`src/matrix_multiply_core_defines.svh`:
```
// Assertion macros shared by the matrix multiply core.
// Each macro checks a property on the rising edge of clk while rst_n is high.
`ifndef MATRIX_MULTIPLY_CORE_DEFINES_SVH
`define MATRIX_MULTIPLY_CORE_DEFINES_SVH

`define MMC_ASSERT_SAME(label, ante, cons, msg) \
    label: assert property (@(posedge clk) disable iff (!rst_n) (ante) |-> (cons)) \
        else $error(msg);

`define MMC_ASSERT_NEXT(label, ante, cons, msg) \
    label: assert property (@(posedge clk) disable iff (!rst_n) (ante) |=> (cons)) \
        else $error(msg);

`endif

```
`src/mm_pkg.sv`:
```
`default_nettype none

package mm_pkg;

    localparam int MAX_DIM   = 8;
    localparam int IDX_W     = $clog2(MAX_DIM);
    localparam int DIM_W     = 4;
    localparam int ADDR_W    = 2 * IDX_W;
    localparam int DEPTH     = MAX_DIM * MAX_DIM;
    localparam int ELEM_W    = 16;
    localparam int PROD_W    = 2 * ELEM_W;
    localparam int ACC_W     = 40;
    localparam int OP_W      = 2;
    localparam int CFG_IDX_W = 2;

    localparam logic [OP_W-1:0] OP_WRITE_A = 2'd0;
    localparam logic [OP_W-1:0] OP_WRITE_B = 2'd1;
    localparam logic [OP_W-1:0] OP_COMPUTE = 2'd2;
    localparam logic [OP_W-1:0] OP_UNUSED  = 2'd3;

    localparam logic [CFG_IDX_W-1:0] CFG_ROWS_A    = 2'd0;
    localparam logic [CFG_IDX_W-1:0] CFG_INNER_DIM = 2'd1;
    localparam logic [CFG_IDX_W-1:0] CFG_COLS_B    = 2'd2;

    localparam logic [DIM_W-1:0] DIM_MAX = DIM_W'(MAX_DIM);

    typedef struct packed {
        logic             valid;
        logic             first;
        logic             last_k;
        logic             zero;
        logic [IDX_W-1:0] row;
        logic [IDX_W-1:0] col;
        logic             last_elem;
    } mac_tag_t;

    function automatic logic [DIM_W-1:0] clamp_dim(input logic [DIM_W-1:0] value);
        logic [DIM_W-1:0] result;
        result = (value > DIM_MAX) ? DIM_MAX : value;
        return result;
    endfunction

endpackage

`default_nettype wire

```
`src/matrix_multiply_core.sv`:
```
// Channel   | Handshake                | Payload
// ----------+--------------------------+----------------------------------------------
// command   | start, busy              | opcode, row_index, col_index, element_value
// config    | cfg_write                | cfg_index, cfg_data
// result    | out_strobe               | out_row, out_col, out_value, last
//
// An element write leaves busy low, so writes can arrive every cycle while busy is low.
// A compute word keeps busy high while the loop runs and until its last step has left the s1 and s2 registers.
// The loop runs one multiply-accumulate per cycle, bound by the single read port of each store.
// Results leave one per completed element; the receiver has no way to stall them.
// Reset clears the control state and sets the dimension registers to their maximum;
// the stores are not cleared.
`default_nettype none

module matrix_multiply_core
    import mm_pkg::*;
(
    input  wire logic                    clk,
    input  wire logic                    rst_n,
    input  wire logic                    start,
    output logic                         busy,
    input  wire logic [OP_W-1:0]         opcode,
    input  wire logic [IDX_W-1:0]        row_index,
    input  wire logic [IDX_W-1:0]        col_index,
    input  wire logic signed [ELEM_W-1:0] element_value,
    input  wire logic                    cfg_write,
    input  wire logic [CFG_IDX_W-1:0]    cfg_index,
    input  wire logic [DIM_W-1:0]        cfg_data,
    output logic                         out_strobe,
    output logic [IDX_W-1:0]             out_row,
    output logic [IDX_W-1:0]             out_col,
    output logic signed [ACC_W-1:0]      out_value,
    output logic                         last
);

`include "matrix_multiply_core_defines.svh"

    localparam logic ST_IDLE = 1'b0;
    localparam logic ST_RUN  = 1'b1;

    logic                     state_reg;
    logic                     state_next;
    logic [DIM_W-1:0]         rows_a_reg;
    logic [DIM_W-1:0]         inner_dim_reg;
    logic [DIM_W-1:0]         cols_b_reg;
    logic [IDX_W-1:0]         i_reg;
    logic [IDX_W-1:0]         i_next;
    logic [IDX_W-1:0]         j_reg;
    logic [IDX_W-1:0]         j_next;
    logic [IDX_W-1:0]         k_reg;
    logic [IDX_W-1:0]         k_next;
    mac_tag_t                 s1_reg;
    mac_tag_t                 s1_next;
    mac_tag_t                 s2_reg;
    logic signed [ELEM_W-1:0] rd_a_reg;
    logic signed [ELEM_W-1:0] rd_b_reg;
    logic signed [PROD_W-1:0] prod_reg;
    logic signed [PROD_W-1:0] prod_next;
    logic signed [ACC_W-1:0]  acc_reg;
    logic signed [ACC_W-1:0]  acc_next;
    logic                     out_strobe_reg;
    logic [IDX_W-1:0]         out_row_reg;
    logic [IDX_W-1:0]         out_col_reg;
    logic signed [ACC_W-1:0]  out_value_reg;
    logic                     last_reg;

    logic signed [ELEM_W-1:0] mem_a [DEPTH];
    logic signed [ELEM_W-1:0] mem_b [DEPTH];

    logic              accept;
    logic              launch;
    logic              write_a;
    logic              write_b;
    logic              k_last;
    logic              j_last;
    logic              i_last;
    logic [ADDR_W-1:0] addr_a;
    logic [ADDR_W-1:0] addr_b;

    assign busy   = (state_reg == ST_RUN) || s1_reg.valid || s2_reg.valid;
    assign accept = start && !busy;
    assign launch = accept && (opcode == OP_COMPUTE)
                    && (rows_a_reg != '0) && (cols_b_reg != '0);
    assign write_a = accept && (opcode == OP_WRITE_A)
                     && ({1'b0, row_index} < rows_a_reg)
                     && ({1'b0, col_index} < inner_dim_reg);
    assign write_b = accept && (opcode == OP_WRITE_B)
                     && ({1'b0, row_index} < inner_dim_reg)
                     && ({1'b0, col_index} < cols_b_reg);

    assign k_last = (inner_dim_reg == '0) || (({1'b0, k_reg} + 4'd1) == inner_dim_reg);
    assign j_last = ({1'b0, j_reg} + 4'd1) == cols_b_reg;
    assign i_last = ({1'b0, i_reg} + 4'd1) == rows_a_reg;
    assign addr_a = {i_reg, k_reg};
    assign addr_b = {k_reg, j_reg};

    always_comb
    begin
        state_next = state_reg;
        i_next     = i_reg;
        j_next     = j_reg;
        k_next     = k_reg;
        case (state_reg)
            ST_IDLE:
            begin
                if (launch)
                begin
                    state_next = ST_RUN;
                    i_next     = '0;
                    j_next     = '0;
                    k_next     = '0;
                end
            end
            ST_RUN:
            begin
                if (!k_last)
                begin
                    k_next = k_reg + 1'b1;
                end
                else
                begin
                    k_next = '0;
                    if (!j_last)
                    begin
                        j_next = j_reg + 1'b1;
                    end
                    else
                    begin
                        j_next = '0;
                        if (i_last)
                        begin
                            state_next = ST_IDLE;
                        end
                        else
                        begin
                            i_next = i_reg + 1'b1;
                        end
                    end
                end
            end
            default:
            begin
                state_next = ST_IDLE;
            end
        endcase
    end

    always_comb
    begin
        s1_next.valid     = (state_reg == ST_RUN);
        s1_next.first     = (k_reg == '0);
        s1_next.last_k    = k_last;
        s1_next.zero      = (inner_dim_reg == '0);
        s1_next.row       = i_reg;
        s1_next.col       = j_reg;
        s1_next.last_elem = i_last && j_last;
    end

    assign prod_next = s1_reg.zero ? $signed({PROD_W{1'b0}}) : rd_a_reg * rd_b_reg;
    assign acc_next  = s2_reg.first ? ACC_W'(prod_reg) : acc_reg + ACC_W'(prod_reg);

    always_ff @(posedge clk or negedge rst_n)
    begin
        if (!rst_n)
        begin
            state_reg      <= ST_IDLE;
            rows_a_reg     <= DIM_MAX;
            inner_dim_reg  <= DIM_MAX;
            cols_b_reg     <= DIM_MAX;
            i_reg          <= '0;
            j_reg          <= '0;
            k_reg          <= '0;
            s1_reg         <= '0;
            s2_reg         <= '0;
            out_strobe_reg <= 1'b0;
        end
        else
        begin
            state_reg      <= state_next;
            i_reg          <= i_next;
            j_reg          <= j_next;
            k_reg          <= k_next;
            s1_reg         <= s1_next;
            s2_reg         <= s1_reg;
            out_strobe_reg <= s2_reg.valid && s2_reg.last_k;
            if (cfg_write)
            begin
                case (cfg_index)
                    CFG_ROWS_A:    rows_a_reg    <= clamp_dim(cfg_data);
                    CFG_INNER_DIM: inner_dim_reg <= clamp_dim(cfg_data);
                    CFG_COLS_B:    cols_b_reg    <= clamp_dim(cfg_data);
                    default:
                    begin
                    end
                endcase
            end
        end
    end

    always_ff @(posedge clk)
    begin
        if (write_a)
        begin
            mem_a[{row_index, col_index}] <= element_value;
        end
        if (write_b)
        begin
            mem_b[{row_index, col_index}] <= element_value;
        end
        rd_a_reg <= mem_a[addr_a];
        rd_b_reg <= mem_b[addr_b];
        prod_reg <= prod_next;
        if (s2_reg.valid)
        begin
            acc_reg <= acc_next;
        end
        if (s2_reg.valid && s2_reg.last_k)
        begin
            out_row_reg   <= s2_reg.row;
            out_col_reg   <= s2_reg.col;
            out_value_reg <= acc_next;
            last_reg      <= s2_reg.last_elem;
        end
    end

    assign out_strobe = out_strobe_reg;
    assign out_row    = out_row_reg;
    assign out_col    = out_col_reg;
    assign out_value  = out_value_reg;
    assign last       = last_reg;

    `MMC_ASSERT_SAME(a_last_drains, out_strobe_reg && last_reg, !busy,
        "Last result word shown while the core is still busy.")
    `MMC_ASSERT_NEXT(a_launch_busy, launch, busy,
        "Compute word accepted but the core did not go busy.")
    `MMC_ASSERT_NEXT(a_finish_emits, s2_reg.valid && s2_reg.last_k, out_strobe_reg,
        "Finished sum did not produce a result word.")
    `MMC_ASSERT_SAME(a_result_in_size, out_strobe_reg,
        ({1'b0, out_row_reg} < rows_a_reg) && ({1'b0, out_col_reg} < cols_b_reg),
        "Result word lies outside the configured size.")

endmodule

`default_nettype wire

```
`config.mk`:
```
export PLATFORM = sky130hd
export DESIGN_NAME = matrix_multiply_core
export DESIGN_NICKNAME = d
export VERILOG_FILES = /design/src/mm_pkg.sv /design/src/matrix_multiply_core.sv
export VERILOG_INCLUDE_DIRS = /design/src /design/src/src
export SDC_FILE = /design/constraint.sdc
export NUM_CORES = 2
export LEC_CHECK = 0
export BUFFER_PORTS_ARGS = -buffer_cell sky130_fd_sc_hd__buf_4
export CAP_MARGIN = 0
export CORE_MARGIN = 5
export CORE_UTILIZATION = 63
export DETAILED_ROUTE_END_ITERATION = 7
export PLACE_DENSITY = 0.79
export SETUP_SLACK_MARGIN = 0.2
export SYNTH_ARGS = -nofsm -noshare
export SYNTH_HDL_FRONTEND = slang
export SYNTH_SLANG_ARGS = --single-unit
export TNS_END_PERCENT = 5
```
`constraint.sdc`:
```
create_clock -name clk -period 7.6 [get_ports clk]
set_input_delay 1.14 -clock clk [delete_from_list [all_inputs] [get_ports clk]]
set_output_delay 1.14 -clock clk [all_outputs]
set_load 0.005 [all_outputs]
```
=== Word level (Yosys, flattened, before mapping) ===
Memories as Yosys holds them, arrays and structs flattened. A register that Yosys moved wholly into a read port is not among the register bits.
Index checks and enable logic that the tools add are counted.

* Flip-flop bits (word level): 163
* Latch bits: 0
* Bits in writable memories: 2048
* Bits in read-only memories: 0
* Input bits: 34
* Output and inout port bits: 49
* Word-level logic and storage cells: 102
* Memories kept: 2

* Add/subtract/negate cells: 7
* Multiply operators: 1
* Divide/modulo/power cells: 0
* Magnitude comparators: 5
* Equal/unequal tests: 11
* Shift-type cells: 0
* Mux-type cells: 21
* Bitwise gates (word level): 1
* Reductions and logical operators: 27

{| class="wikitable"
|+ Memory list
! memory !! depth !! bits a word !! rd ports !! clocked after Yosys merged registers in !! write ports !! line !! source
|-
| mem_a || 64 || 16 || 1 || 1 || 1 || matrix_multiply_core.sv:67 || <nowiki>logic signed [ELEM_W-1:0] mem_a [DEPTH];</nowiki>
|-
| mem_b || 64 || 16 || 1 || 1 || 1 || matrix_multiply_core.sv:68 || <nowiki>logic signed [ELEM_W-1:0] mem_b [DEPTH];</nowiki>
|}

{| class="wikitable"
|+ Operator list
! cell !! number
|-
| adder 40 x 32 -> 40 bit || 1
|-
| 2-to-1 mux 40 bit || 1
|-
| multiplier 16 x 16 -> 32 bit || 1
|-
| 2-to-1 mux 3 bit || 7
|-
| case mux 3 bit (2 select lines) || 3
|-
| < comparator 3 x 4 -> 1 bit || 4
|-
| adder 3 x 1 -> 4 bit, second input constant || 3
|-
| == test 4 bit || 3
|-
| logical AND 1 bit || 12
|-
| adder 3 x 1 -> 3 bit, second input constant || 3
|-
| 2-to-1 mux 1 bit || 8
|-
| AND reduction 2 bit || 4
|-
| nonzero test 4 bit || 2
|-
| == test 2 x 1 -> 1 bit, second input constant || 2
|-
| == test 2 bit, second input constant || 2
|-
| > comparator 4 bit, second input constant || 1
|-
| zero test 2 bit || 2
|-
| zero test 4 bit || 1
|-
| 2-to-1 mux 4 bit || 1
|-
| != test 2 x 1 -> 1 bit, second input constant || 2
|-
| != test 2 bit, second input constant || 2
|-
| AND reduction 4 bit || 1
|-
| zero test 3 bit || 1
|-
| logical OR 1 bit || 3
|-
| 3 further kinds || 3
|}

=== Depth between registers and ports, before layout ===
* Depth in word-level cells: 9
* Depth in mapped cells: 23
* Depth with buffers taken out: 22

=== Least setup slack after synthesis ===
OpenSTA, ideal clock, no wires.

* Path kind: reg-to-reg
* Start: reg rd_a_reg[15] (read register of mem_a)
* End: reg prod_reg[31]
* Setup time: 0.128 ns
* Data arrival time: 5.877 ns
* Required time: 7.472 ns
* Setup slack: 1.595 ns
* Cell stages (with the launch flop): 21
* Buffers on the path: 1
* Period minus slack after synthesis: 6.005 ns
* Cells stage by stage: dfxtp_1 clkbuf_1 nand2_1 inv_1 fa_1 fa_1 inv_1 fa_1 inv_1 fa_1 fa_1 fa_1 ha_1 and4_1 nand4_1 o32ai_1 nor2_1 o31a_1 a21oi_1 xnor2_1 nor2_1

* Word-level cells in the longest chain between the ends: 1

{| class="wikitable"
|+ RTL lines
! element !! line !! source
|-
| start, declared || matrix_multiply_core.sv:55 || <nowiki>logic signed [ELEM_W-1:0] rd_a_reg;</nowiki>
|-
| multiplier 16 x 16 -> 32 bit || matrix_multiply_core.sv:159 || <nowiki>assign prod_next = s1_reg.zero ? $signed({PROD_W{1'b0}}) : rd_a_reg * rd_b_reg;</nowiki>
|-
| end signal, assigned || matrix_multiply_core.sv:212 || <nowiki>prod_reg <= prod_next;</nowiki>
|-
| end, declared || matrix_multiply_core.sv:57 || <nowiki>logic signed [PROD_W-1:0] prod_reg;</nowiki>
|}

Every way passes these cells.
A chain may end at the register's enable or synchronous reset.

=== Worst setup path after layout ===
* Start: reg rd_b_reg[1] (read register of mem_b)
* End: reg prod_reg[31]

* Word-level cells in the longest chain between the ends: 1

{| class="wikitable"
|+ RTL lines
! element !! line !! source
|-
| start, declared || matrix_multiply_core.sv:56 || <nowiki>logic signed [ELEM_W-1:0] rd_b_reg;</nowiki>
|-
| multiplier 16 x 16 -> 32 bit || matrix_multiply_core.sv:159 ||
|}

Every way passes these cells.

==> results.tsv <==
metric	value	unit
total grt overflow	0	
P&R area growth vs syn	10.31	%
Clock transition at path regs	0.07	ns
Nets	5934	
Yosys reg bits	2243	
crit path launch type	flop	
post-synthesis simple-gate area fraction	0.03391	
yosys synthesis warning count	0	
RePlAce Congestion	0.8636	
port bufs	82	
DRT antenna net count	0	
hold slack	0.3458	ns
Die Area	161600	µm²
final setup fails	0	
Total GRT Usage	0.2882	
area taken by multi-input logic gates	27860	µm²
initial antenna violation count	15	
Rel. slew slack	0.1582	
# hold bufs at CTS	0	
status	finished clean	
Post-synth top flop	edfxtp_1	
Die X	401.9	µm
mux cell area share after synthesis	0.1387	
post-CTS sizing	0	
Worst Clk Skew	0.05804	ns
crit-path max FO	16	
setup bufs post-CTS	0	
post-synthesis xor/xnor area fraction	0.007240	
final WL	230400	µm
die height	401.9	µm
CORE AREA	152300	µm²
H-tree levels	4	
Post-Synth Adder-Cell Area	0.07160	
register area	66520	µm²
CTS max path bufs	3	
fin. max-slew vios	0	
clk sinks	2243	
clk_lat worst skew	0.85	ns
IO Count	83	
endpoints failing hold	0	
Initial Util	0.6356	
top flop regs	mem_a (1024), mem_b (1024)	
initial DRC count	6625	
sequential fraction of the synthesis area	0.6871	
Fill cells	9106	
Mean Syn Cell Area	18.31	µm²
setup TNS	0	ns
Post-Synthesis Cells	5285	
post-DP HPWL	135000	µm
Netlist cell types	74	
maxcap violations	0	
Post-Syn Area	96780	µm²
FFs w/ async S/R, synth	0.01962	
fmax	149.7	MHz
# rows	143	
CP Capture Type	flop	
fin crit share	0.8789	
Reg2Reg Setup Slack	0.92	ns
vias in the first global route	51860	
CTS tree	built	
Tightest Pin Transition	1.251	ns
total CTS buffers	210	
DR WL/cell	29.86	µm
RSZ-0062 raised after global routing	no	
DR vias	50470	
syn nets	5715	
pin count of the biggest net entering global routing	130	
largest family of logic cells by synthesized area	multiplexers	
Tmin final	6.680	ns
first-pass GRT wire length	343000	µm
reg2reg path depth	19	
critical path class	reg -> reg	
Hold Crit Class	in -> async	
CTS root buffer	clkbuf_16	
Synth Area in Compound Gates	0.03611	
vias per std cell	6.541	
layout cells sized above 1	0.1879	
# DRC	0	
Worst EP arrival	7.36	ns
Pre-antenna DRT Iters	6	
CP Data Required Time	8.29	ns
Post-synth EDFFs	2135	
-- layout make-up --
cell class,count,share of cell area
flip-flops and latches,2243,0.6231
multi-input cells,2448,0.2610
clock buffers,275,0.05237
well taps,2030,0.02379
repair buffers,260,0.01899
inverters,341,0.01199
clock inverters,111,0.008579
diodes,8,0.0001875
-- kinds of logic after synthesis --
group / Yosys count
compound gates: 513
simple gates: 717
mux: 742
buf+inv: 594
fa+ha+maj: 396
flops: 2243
xor+xnor: 80
-- cells in the mapped netlist, types with 4 or more instances --
cell type | instances | area share
edfxtp_1 | 2135 | 0.66
mux4_2 | 479 | 0.11
inv_1 | 339 | 0.013
nand2_1 | 278 | 0.011
fa_1 | 263 | 0.054
mux2i_1 | 257 | 0.027
nor2_1 | 206 | 0.0080
clkbuf_1 | 157 | 0.0061
ha_1 | 133 | 0.017
o221ai_1 | 129 | 0.012
and2_1 | 123 | 0.0080
a21oi_1 | 122 | 0.0063
o22ai_1 | 68 | 0.0044
dfxtp_1 | 64 | 0.013
o21ai_0 | 59 | 0.0031
buf_2 | 57 | 0.0029
xnor2_1 | 50 | 0.0045
dfrtp_1 | 41 | 0.011
xor2_1 | 30 | 0.0027
o21ai_1 | 26 | 0.0013
a21o_1 | 25 | 0.0019
nand2b_1 | 21 | 0.0014
buf_1 | 18 | 0.00070
buf_6 | 18 | 0.0021
nand3_1 | 16 | 0.00083
nor2b_1 | 15 | 0.00097
a211oi_1 | 13 | 0.0010
nor3_1 | 12 | 0.00062
o21bai_1 | 12 | 0.00093
o21a_1 | 10 | 0.00078
nand3b_1 | 8 | 0.00062
nand4_1 | 8 | 0.00052
a31oi_1 | 6 | 0.00039
mux2_2 | 6 | 0.00070
o211ai_1 | 6 | 0.00047
o31ai_1 | 6 | 0.00047
nor4_1 | 5 | 0.00032
or3_1 | 5 | 0.00032
and3_1 | 4 | 0.00026
nor3b_1 | 4 | 0.00031
-- placed cells by master (no fill, tap or decap), types with 7 or more instances in the layout --
cell type and n:
nor2_1 202, clkbuf_1 57, nor3_1 12, a211oi_1 13
o21a_1 10, dfxtp_1 64, o21ai_1 26, dfrtp_1 32
ha_1 133, o21bai_1 12, and2_1 122, mux2i_1 257
clkinv_1 41, nand4_1 8, nand2b_1 20, clkinv_2 40
buf_4 254, o21ai_0 59, nand2_1 277, a21o_1 25
clkbuf_8 7, nand3_1 16, o221ai_1 129, o22ai_1 68
inv_1 339, edfxtp_1 2135, fa_1 263, a21oi_1 122
clkbuf_16 211, diode_2 8, nor2b_1 15, mux4_2 479
xnor2_1 50, nand3b_1 8, xor2_1 30, clkinvlp_4 7
-- per-stage QoR --
stage                     instances  setup WS [ns]    util  area (µm²)
after global placement         7322          1.087  0.6583      100200
after CTS                      7708         0.9055  0.7010      106700
after global routing           7712         0.6011  0.7011      106700
after detailed placement       7322         0.9118  0.6583      100200
after floorplan                5285          1.595       -       96780
final                          7716         0.9204  0.7011      106800
-- layer usage --
layer | vias to the layer above | part of all wire | track usage
met1 | 25980 | 0.37 | 0.4009
met4 | 2 | 0.037 | 0.1019
li1 | 21010 | - | -
met5 | - | 0.000056 | 0
met2 | 3036 | 0.49 | 0.4617
met3 | 449 | 0.11 | 0.06256
-- critical path, cell delays in order, from the launching register on --
cell and delay [ns]:
dfxtp_1 0.73, nand2_1 0.20, inv_1 0.16, fa_1 0.55, fa_1 0.85, inv_1 0.15
fa_1 0.50, inv_1 0.06, fa_1 0.55, fa_1 0.43, fa_1 0.46, ha_1 0.39
and4_1 0.29, nand4_1 0.10, o32ai_1 0.28, nor2_1 0.16, o31a_1 0.34, a21oi_1 0.16
xnor2_1 0.13, nor2_1 0.06
-- final timing paths --
path | start | to
min | rst_n | s1_reg[10]
max reg2reg | rd_b_reg[1] | prod_reg[31]
max | rd_b_reg[1] | prod_reg[31]
min in group clk | s1_reg[4] | s2_reg[4]
min reg2reg | s1_reg[4] | s2_reg[4]
max in group asynchronous | rst_n | j_reg[0]
Power is left out: the tool's default activity adds up to more than one toggle a clock period on the data nets, which glitch-free logic cannot reach.
